===== src/rtl/core/swfd_pkg.sv =====
// Shared types and constants of the sync word frame deframer.
package swfd_pkg;

	localparam int unsigned BYTE_W        = 8;
	localparam int unsigned WORD_W        = 16;
	localparam int unsigned PAYLOAD_BYTES = 14;
	localparam int unsigned IDX_W         = 4;
	localparam logic [IDX_W-1:0] LAST_IDX = IDX_W'(PAYLOAD_BYTES - 1);

	typedef logic [BYTE_W-1:0] byte_t;
	typedef logic [WORD_W-1:0] word_t;
	typedef logic signed [WORD_W-1:0] sword_t;
	typedef logic [IDX_W-1:0] idx_t;

	typedef struct packed {
		sword_t left_pwm;
		sword_t right_pwm;
		sword_t left_encoder;
		sword_t right_encoder;
		sword_t left_speed;
		sword_t right_speed;
		word_t  end_word;
	} frame_t;

endpackage


===== src/rtl/core/swfd_byte_if.sv =====
// Handshake channel that carries one received byte per word.
interface swfd_byte_if;
	import swfd_pkg::*;

	logic  valid;
	logic  ready;
	byte_t rx_byte;

	modport source (output valid, output rx_byte, input ready);
	modport sink (input valid, input rx_byte, output ready);
endinterface


===== src/rtl/core/swfd_frame_if.sv =====
// Handshake channel that carries one decoded frame per word.
interface swfd_frame_if;
	import swfd_pkg::*;

	logic   valid;
	logic   ready;
	sword_t left_pwm;
	sword_t right_pwm;
	sword_t left_encoder;
	sword_t right_encoder;
	sword_t left_speed;
	sword_t right_speed;
	word_t  end_word;

	modport source (output valid, output left_pwm, output right_pwm, output left_encoder,
		output right_encoder, output left_speed, output right_speed, output end_word,
		input ready);
	modport sink (input valid, input left_pwm, input right_pwm, input left_encoder,
		input right_encoder, input left_speed, input right_speed, input end_word,
		output ready);
endinterface


===== src/rtl/core/sync_word_frame_deframer.sv =====
// Top level of the sync word frame deframer: hunts for a start word and emits decoded frames.
//
// Channel  Direction  Word
// rx       in         one received byte
// frame    out        seven 16-bit fields of one decoded frame
// cfg      in         start word write, 16 bits
//
// One byte is accepted per cycle while the output is not stalled; the hunt compare and the
// frame store update finish in the cycle that accepts the byte.
// A frame appears in the output register in the cycle after its last byte is accepted.
// Reset clears the hunt state, the byte index and the output valid flag.
// Input is held off only while a frame waits in the output register and the sink stalls.
module sync_word_frame_deframer (
	input  logic                  clk,
	input  logic                  arst_n,
	input  logic                  cfg_we,
	input  swfd_pkg::word_t       cfg_data,
	swfd_byte_if.sink             rx,
	swfd_frame_if.source          frame
);
	import swfd_pkg::*;

	word_t  sync_word_q;
	logic   collecting_q;
	byte_t  prev_byte_q;
	logic   prev_valid_q;
	idx_t   byte_idx_q;
	byte_t  frame_store_q [PAYLOAD_BYTES-1];
	logic   out_valid_q;
	frame_t frame_q;

	logic   accept;
	logic   match;
	logic   emit;
	frame_t frame_d;

	assign rx.ready = !out_valid_q || frame.ready;
	assign accept   = rx.valid && rx.ready;
	assign match    = !collecting_q && prev_valid_q && ({prev_byte_q, rx.rx_byte} == sync_word_q);
	assign emit     = accept && collecting_q && (byte_idx_q == LAST_IDX);

	always_comb begin
		frame_d.left_pwm      = {frame_store_q[0],  frame_store_q[1]};
		frame_d.right_pwm     = {frame_store_q[2],  frame_store_q[3]};
		frame_d.left_encoder  = {frame_store_q[4],  frame_store_q[5]};
		frame_d.right_encoder = {frame_store_q[6],  frame_store_q[7]};
		frame_d.left_speed    = {frame_store_q[8],  frame_store_q[9]};
		frame_d.right_speed   = {frame_store_q[10], frame_store_q[11]};
		frame_d.end_word      = {frame_store_q[12], rx.rx_byte};
	end

	always_ff @(posedge clk or negedge arst_n) begin
		if (!arst_n) begin
			sync_word_q <= '0;
		end else if (cfg_we) begin
			sync_word_q <= cfg_data;
		end
	end

	always_ff @(posedge clk or negedge arst_n) begin
		if (!arst_n) begin
			collecting_q <= 1'b0;
			prev_byte_q  <= '0;
			prev_valid_q <= 1'b0;
			byte_idx_q   <= '0;
		end else if (accept) begin
			if (!collecting_q) begin
				if (match) begin
					collecting_q <= 1'b1;
					byte_idx_q   <= '0;
					prev_valid_q <= 1'b0;
					prev_byte_q  <= '0;
				end else begin
					prev_byte_q  <= rx.rx_byte;
					prev_valid_q <= 1'b1;
				end
			end else if (byte_idx_q == LAST_IDX) begin
				collecting_q <= 1'b0;
				byte_idx_q   <= '0;
				prev_valid_q <= 1'b0;
				prev_byte_q  <= '0;
			end else begin
				byte_idx_q <= byte_idx_q + idx_t'(1);
			end
		end
	end

	// The payload bytes land in the store; the last one goes straight into the frame.
	always_ff @(posedge clk) begin
		if (accept && collecting_q && (byte_idx_q != LAST_IDX)) begin
			frame_store_q[byte_idx_q] <= rx.rx_byte;
		end
	end

	always_ff @(posedge clk or negedge arst_n) begin
		if (!arst_n) begin
			out_valid_q <= 1'b0;
		end else if (emit) begin
			out_valid_q <= 1'b1;
		end else if (frame.ready) begin
			out_valid_q <= 1'b0;
		end
	end

	always_ff @(posedge clk) begin
		if (emit) begin
			frame_q <= frame_d;
		end
	end

	assign frame.valid         = out_valid_q;
	assign frame.left_pwm      = frame_q.left_pwm;
	assign frame.right_pwm     = frame_q.right_pwm;
	assign frame.left_encoder  = frame_q.left_encoder;
	assign frame.right_encoder = frame_q.right_encoder;
	assign frame.left_speed    = frame_q.left_speed;
	assign frame.right_speed   = frame_q.right_speed;
	assign frame.end_word      = frame_q.end_word;

`ifndef SYNTHESIS
	a_stall_only_on_full: assert property (@(posedge clk) disable iff (!arst_n)
		!rx.ready |-> (out_valid_q && !frame.ready))
		else $error("input stalled without a pending frame");

	a_window_empty_while_collecting: assert property (@(posedge clk) disable iff (!arst_n)
		collecting_q |-> !prev_valid_q)
		else $error("hunt window not empty during collection");

	a_idx_zero_while_hunting: assert property (@(posedge clk) disable iff (!arst_n)
		!collecting_q |-> (byte_idx_q == '0))
		else $error("byte index nonzero while hunting");

	a_frame_after_collection: assert property (@(posedge clk) disable iff (!arst_n)
		$rose(out_valid_q) |-> ($past(collecting_q) && !collecting_q))
		else $error("frame emitted without a completed collection");
`endif

endmodule


===== src/flat_wrapper.sv =====
// flat-port wrapper written by rule: the top's interface ports become plain ports
module sync_word_frame_deframer_flat import swfd_pkg::*;
  (clk, arst_n, cfg_we, cfg_data, rx_valid, rx_rx_byte, rx_ready, frame_valid, frame_left_pwm, frame_right_pwm, frame_left_encoder, frame_right_encoder, frame_left_speed, frame_right_speed, frame_end_word, frame_ready);
  swfd_byte_if rx_i ();
  swfd_frame_if frame_i ();
  input  logic clk;
  input  logic arst_n;
  input  logic cfg_we;
  input  swfd_pkg::word_t cfg_data;
  input wire logic [$bits(rx_i.valid)-1:0] rx_valid;
  input wire logic [$bits(rx_i.rx_byte)-1:0] rx_rx_byte;
  output wire logic [$bits(rx_i.ready)-1:0] rx_ready;
  output wire logic [$bits(frame_i.valid)-1:0] frame_valid;
  output wire logic [$bits(frame_i.left_pwm)-1:0] frame_left_pwm;
  output wire logic [$bits(frame_i.right_pwm)-1:0] frame_right_pwm;
  output wire logic [$bits(frame_i.left_encoder)-1:0] frame_left_encoder;
  output wire logic [$bits(frame_i.right_encoder)-1:0] frame_right_encoder;
  output wire logic [$bits(frame_i.left_speed)-1:0] frame_left_speed;
  output wire logic [$bits(frame_i.right_speed)-1:0] frame_right_speed;
  output wire logic [$bits(frame_i.end_word)-1:0] frame_end_word;
  input wire logic [$bits(frame_i.ready)-1:0] frame_ready;
  assign rx_i.valid = rx_valid;
  assign rx_i.rx_byte = rx_rx_byte;
  assign rx_ready = rx_i.ready;
  assign frame_valid = frame_i.valid;
  assign frame_left_pwm = frame_i.left_pwm;
  assign frame_right_pwm = frame_i.right_pwm;
  assign frame_left_encoder = frame_i.left_encoder;
  assign frame_right_encoder = frame_i.right_encoder;
  assign frame_left_speed = frame_i.left_speed;
  assign frame_right_speed = frame_i.right_speed;
  assign frame_end_word = frame_i.end_word;
  assign frame_i.ready = frame_ready;
  sync_word_frame_deframer u_core (.clk(clk), .arst_n(arst_n), .cfg_we(cfg_we), .cfg_data(cfg_data), .rx(rx_i), .frame(frame_i));
endmodule

===== config.mk =====
export PLATFORM = sky130hd
export DESIGN_NAME = sync_word_frame_deframer_flat
export DESIGN_NICKNAME = d
export VERILOG_FILES = /design/src/rtl/core/swfd_pkg.sv /design/src/rtl/core/swfd_byte_if.sv /design/src/rtl/core/swfd_frame_if.sv /design/src/rtl/core/sync_word_frame_deframer.sv /design/src/flat_wrapper.sv
export SDC_FILE = /design/constraint.sdc
export NUM_CORES = 1
export LEC_CHECK = 0
export CELL_PAD_IN_SITES_DETAIL_PLACEMENT = 0
export CELL_PAD_IN_SITES_GLOBAL_PLACEMENT = 1
export CORE_MARGIN = 2
export CORE_UTILIZATION = 53
export CTS_BUF_LIST = sky130_fd_sc_hd__clkbuf_8 sky130_fd_sc_hd__clkbuf_16
export DETAILED_ROUTE_END_ITERATION = 16
export DONT_BUFFER_PORTS = 1
export PLACE_DENSITY_LB_ADDON = 0.25
export SYNTH_ARGS = -nofsm -noshare
export SYNTH_HDL_FRONTEND = slang
export SYNTH_SLANG_ARGS = --single-unit

===== constraint.sdc =====
create_clock -name clk -period 7.7 [get_ports clk]
set_input_delay 2.31 -clock clk [delete_from_list [all_inputs] [get_ports clk]]
set_output_delay 2.31 -clock clk [all_outputs]
set_load 0.01 [all_outputs]

==> results.toml, run 1 <==
[status]
status = "complete, no violations"

[timing]
worstMarginPinSlew_ns = 1.29
layout_setup_ws_ns = 2.87
fmax_ghz = 0.207
tns_ns = 0
min_period_ns = 4.83
min_period_over_period_pct = 62.7
hold_slack_ns = 0.415
finalMaxSlewViolations = 0
skew_ns = 0.0108
finalSetupViolCount = 0
rsz0062_at_grt = "false"
hold_violations = 0
relSlewSlack_pct = 13.1

[clock_tree]
htree_levels = 1
cts_sinks = 247
hold_buffers = 0
insertion_delay_ns = 0.50
cts_tree = "done"
cts_setup_buffers = 0
clk_pin_slew_worst_paths_ns = 0.06
cts_buffers = 24
clock_path_buffers = 3
root_buffer = "clkbuf_16"
cts_resized = 0

[setup_path]
critPathRequiredTime_ns = 5.39
cp.arrival_ns = 2.52
cpMaxStageDelayCell = "nand2b_1"
worst-path-stages = 1
reg2reg_depth = 6
end_kind = "output port"
path_cells = "nand2b_1"
start_kind = "primary input"
worst-path-buf-inv = 0
crit_path_end = "rx_ready"
rrSetupSlack_ns = 5.08
regToRegEndpoint = "u_core.frame_store_q[2][2]"
cp_max_fo = 4
r2r_start = "u_core.frame.valid"
critPathTopFamily = "simple AND/OR/NAND/NOR gates"
critPathMaxStageDelay_ns = 0.21
critPathKind = "primary input to output port"
critPathLaunch = "frame_ready"

[place]
io_buffers = 0
place_ws_ns = 2.87
post_dp_cell_area_um2 = 8360
hpwl_um = 7710
gp_congestion = 0.741

[floorplan]
die_w_um = 128
start_util_pct = 53.6
coreArea_um2 = 15100
num_rows = 45
die_area_um2 = 16300
ios = 143
die_h_um = 128

[synthesis]
synthesis.nets = 388
seq_area_frac_synth_pct = 89.7
syn_area_um2 = 8090
ys_ff_latch = 247
yosysUniqueCellTypes = 31
syn_area_per_cell_um2 = 22.5
syn_inst = 359
yosys_warnings = 0

[drt]
vias = 3199
wire_per_inst_um = 22.3
ant_nets = 0
wl_um = 13000
vias_per_cell = 5.47
drt_iter0_drc = 238
drc_errors = 0
firstDrtPassIters = 4

[global_routing]
grt-ovfl-total = 0
grtUsageTotal_pct = 15.9
grt_first_pass_wirelength_um = 19000
antenna_found_initial = 0
grt_pass1_vias = 3056
grt_max_degree = 101

[job]
max-cap-violations = 0

[pwr]
swShare_pct = 18.0
p_seq_share_pct = 55.6
powerDensity_nw_per_um2 = 289
comb_power_share_pct = 1.1
power_mw = 2.64
intPower_mw = 2.16
power.leakage_nw = 3.02
clkPwrFrac_pct = 43.3
peakVddDrop_uv = 179
power.switching_mw = 0.474

[layout]
syn_to_final_growth_pct = 12.9
fin_nets = 409
n_antenna_cell = 0
n_fill_cell = 1062
layout-drive-gt1-share_pct = 16.9
finish.instance_area_um2 = 9140

[worst_hold_path]
min_path_type = "register to register"
[flip-flops by register name, indices dropped and copies added (netlist names)]
signal,flops
u_core.frame_store_q,104
u_core.sync_word_q,16
u_core.frame.end_word,8
frame_left_encoder,16
frame_end_word,8
frame_right_pwm,16
frame_left_speed,16
u_core.prev_byte_q,8
u_core.prev_valid_q,1
frame_right_speed,16
u_core.frame.valid,1
u_core.byte_idx_q,4
frame_right_encoder,16
u_core.collecting_q,1
frame_left_pwm,16
[worst min path at each step]
stage                           startpoint                      to  slack [ns]  cells past startpoint
5_1_grt        u_core.frame_store_q[10][2]   frame_right_speed[10]        0.42                      0
2_1_floorplan  u_core.frame_store_q[12][2]      frame_end_word[10]        0.40                      0
4_1_cts         u_core.frame_store_q[3][1]      frame_right_pwm[1]        0.42                      0
3_3_place_gp    u_core.frame_store_q[1][0]       frame_left_pwm[0]        0.40                      0
6_report        u_core.frame_store_q[3][1]      frame_right_pwm[1]        0.41                      0
3_5_place_dp    u_core.frame_store_q[4][5]  frame_left_encoder[13]        0.40                      0
[layout by cell type (no fill, tap or decap), drive strengths merged, types with 5 or more instances in the layout]
master	count
nand2	6
dfrtp	31
nand2b	5
edfxtp	216
mux2	16
nor4	8
clkinv	11
nor2	8
xor2	16
nor2b	5
a31o	8
clkbuf	25
nor3	8
[power groups by stage]
stage | Combinational (mW) | Sequential (mW) | Clock, mW
after floorplan | 0.0287 | 1.49 | 0
after global placement | 0.0290 | 1.50 | 0
after detailed placement | 0.0297 | 1.50 | 0
after CTS | 0.0299 | 1.47 | 1.17
after global routing | 0.0330 | 1.47 | 1.22
final | 0.0295 | 1.47 | 1.14
[cells by family (layout without fill, tap and decap cells)]
group                  after synthesis  count (layout)  synth area share [%]
AO/OA/AOI/OAI                       18              18                  1.79
XOR/XNOR                            18              18                  1.95
buffers and inverters                9              47                 0.680
flip-flops                         247             247                  89.7
multiplexers                        16              16                  2.23
AND/OR/NAND/NOR                     51              51                  3.63
[cell type report]
| class | count | area [um^2] | share of cell area, % |
|---|---|---|---|
| Clock buffer | 25 | 626 | 6.84 |
| Clock inverter | 18 | 159 | 1.74 |
| Multi-Input combinational cell | 103 | 816 | 8.93 |
| Sequential cell | 247 | 7260 | 79.5 |
| Tap cell | 188 | 235 | 2.57 |
| Timing Repair Buffer | 4 | 42.5 | 0.465 |
[per-layer routing]
metal  share of wire (%)  routed length (um)  track usage, %
met1                  43                5670            21.7
met3                 6.2                 811            4.02
met2                  49                6360            25.7
met5                   0                   0               0
met4                 1.5                 200            4.91
[synth_stat cells (all sizes together)]
cell | count | area [um^2]
edfxtp | 216 | 6490
dfrtp | 31 | 776
mux2 | 16 | 180
xor2 | 16 | 140
a31o | 8 | 70.1
nor2 | 8 | 30.0
nor3 | 8 | 40.0
nor4 | 8 | 50.1
buf | 6 | 43.8
nand2 | 6 | 22.5
nand2b | 5 | 38.8
nor2b | 5 | 31.3
a21oi | 4 | 31.3
and2b | 4 | 30.0
clkbuf | 3 | 11.3
nand3 | 2 | 10.0
nor3b | 2 | 15.0
o21ai | 2 | 10.0
xnor2 | 2 | 17.5
a221oi | 1 | 8.76
a311oi | 1 | 8.76
a31oi | 1 | 6.26
nand4b | 1 | 8.76
nor4b | 1 | 8.76
o21ba | 1 | 10.0
or2 | 1 | 8.76
[stage by stage]
step / instances / util, %
2_1_floorplan: 359 / -
3_5_place_dp: 542 / 55.4
5_1_grt: 585 / 60.6
4_1_cts: 585 / 60.6
3_3_place_gp: 542 / 55.4
6_report: 585 / 60.6
Note: power is estimated with default switching activity, not from simulation.
==> inputs of run 2 (changes only) <==
ABC_AREA = 1   (was not set)
CORE_UTILIZATION = 52   (was 53)
clock period = 4.7 ns   (was 7.7 ns; I/O delays follow)
==> run 2 against run 1 <==
Against the previous run:
- worst setup slack worse by 1.2 ns
- register-to-register slack worse by 2.9 ns
- global-route usage is 0.63 points higher
- clock-buffer cell count is 1 lower
- first-iteration DRC count is 9.2% higher
- critical path depth is 1 higher
- die area is 2.5% higher
- routed wire length is 3.2% higher
- clock power is 60% higher
- synthesized cell count is 23% higher
- flip-flop and latch count stayed put
- power is 82% higher
- critical endpoint unchanged
==> results.toml, run 2 <==
[pwr]
peakVddDrop_uv = 281
power.leakage_nw = 3.23
power_mw = 4.79
powerDensity_nw_per_um2 = 521

[clock_tree]
cts_buffers = 24
cts_tree = "done"
insertion_delay_ns = 0.52
cts_setup_buffers = 0
clk_pin_slew_worst_paths_ns = 0.06
htree_levels = 1
clock_path_buffers = 3
cts_sinks = 247
cts_resized = 0
hold_buffers = 0
root_buffer = "clkbuf_16"

[setup_path]
critPathTopFamily = "simple AND/OR/NAND/NOR gates"
critPathMaxStageDelay_ns = 0.17
regToRegEndpoint = "u_core.frame_store_q[6][2]"
worst-path-buf-inv = 1
r2r_start = "u_core.frame.valid"
cp.arrival_ns = 1.60
path_cells = "inv_1, nand2_1"
start_kind = "primary input"
critPathRequiredTime_ns = 3.29
rrSetupSlack_ns = 2.22
worst-path-stages = 2
cpMaxStageDelayCell = "nand2_1"
cp_max_fo = 3
critPathKind = "primary input to output port"
end_kind = "output port"
reg2reg_depth = 5

[synthesis]
netlist_top_cells_area = "edfxtp_1 80%, dfrtp_1 9.5%, nand2_1 3.9%, inv_1 1.3%, nor2_1 1.2%"
synthFlopType = "edfxtp_1"
syn_area_um2 = 8150
syn_inst = 440
yosysMostFrequentCell = "edfxtp_1"
seq_area_frac_synth_pct = 89.1
async_flop_share_pct = 12.6
synth_edf_count = 216
syn_area_per_cell_um2 = 18.5
synth_top_area_share_pct = 79.6
synthesis.nets = 469
synth_common_cells = "216 x edfxtp_1, 84 x nand2_1, 31 x dfrtp_1"
synth_area_leader_cell = "edfxtp_1"
ys_ff_latch = 247
yosysUniqueCellTypes = 24
yosys_warnings = 0

[timing]
finalMaxSlewViolations = 0
min_period_over_period_pct = 63.9
rsz0062_at_grt = "false"
min_period_ns = 3.01
hold_slack_ns = 0.415
skew_ns = 0.0137
tns_ns = 0
fmax_ghz = 0.333
layout_setup_ws_ns = 1.69
finalSetupViolCount = 0
relSlewSlack_pct = 30.9
hold_violations = 0
worstMarginPinSlew_ns = 1.03

[layout]
finish.instance_area_um2 = 9200
layout_common_cells = "216 x edfxtp_1, 84 x nand2_1, 33 x inv_1"
final_core_util_pct = 60.3
syn_to_final_growth_pct = 12.9
largest_register_ffs = 104
fin_nets = 494
n_fill_cell = 1114
n_antenna_cell = 0
multi_input_area_um2 = 757
ff_latch_area_um2 = 7260
layout-drive-gt1-share_pct = 12.4
top_register = "u_core.frame_store_q"
final_common_cell = "edfxtp_1"
fin_cells = 694

[place]
post_dp_cell_area_um2 = 8430
gp_congestion = 0.774
dp_cells = 650
hpwl_um = 8240
io_buffers = 0
place_ws_ns = 1.25

[drt]
drt_iter0_drc = 260
vias = 3431
wl_um = 13500
drc_errors = 0
wire_per_inst_um = 19.4
ant_nets = 0
firstDrtPassIters = 6
vias_per_cell = 4.94

[floorplan]
die_h_um = 129
num_rows = 45
ios = 143
die_area_um2 = 16700
start_util_pct = 53.4
die_w_um = 129
coreArea_um2 = 15300

[global_routing]
grt_first_pass_wirelength_um = 20500
grt_max_degree = 64
grt-ovfl-total = 0
grt_pass1_vias = 3475
antenna_found_initial = 0
grtUsageTotal_pct = 16.5

[worst_hold_path]
min_path_type = "register to register"
hold_start = "u_core.frame_store_q[0][5]"
holdPathStages = 0
hold_path_end = "frame_left_pwm[13]"

[job]
max-cap-violations = 0

[status]
status = "complete, no violations"
-- run 2: cell types whose count changed after synthesis, sizes merged, moves of 10 or more --
cell,delta
inv,+33
mux2,-10
nand2,+79
nor2,+20
o21ai,+11
xor2,-16
-- run 2: report_power, final --
part	internal [mW]	switching, mW	leakage, nW
registers	2.57	0.0905	2.33
clock network	1.05	0.769	0.402
logic	0.0886	0.222	0.497
total	3.71	1.08	3.23
-- run 2: cell type report --
class / count / share of cell area [%]
clock inverters: 20 / 1.77
repair buffers: 3 / 0.245
multi-input cells: 156 / 8.23
inverters: 33 / 1.37
flip-flops and latches: 247 / 79.0
clock buffers: 24 / 6.53
well taps: 211 / 2.87
-- run 2: how the worst max path moves through the flow --
stage | startpoint | end | slack (ns)
after floorplan | frame_ready | frame_end_word[10] | 0.53
after global placement | frame_ready | frame_right_speed[10] | 1.34
after detailed placement | frame_ready | u_core.frame_store_q[10][1] | 1.25
after CTS | frame_ready | rx_ready | 1.70
after global routing | frame_ready | u_core.frame_store_q[6][4] | 1.62
final | frame_ready | rx_ready | 1.69
-- run 2: kinds of logic (layout without fill, tap and decap cells) --
family,after synthesis,count (layout),synth area share (%)
simple gates,130,130,6.62
buf+inv,37,80,1.74
xor+xnor,5,5,0.538
mux,6,6,0.829
flops,247,247,89.1
compound gates,15,15,1.14
-- run 2: layer usage --
layer	part of all wire, %	up-vias	wire length, um	track usage (%)
li1	-	1630	-	-
met1	43	1646	5810	22.6
met2	47	133	6340	26.8
met3	8.0	22	1070	4.62
met4	1.8	0	243	4.03
met5	0	-	0	0
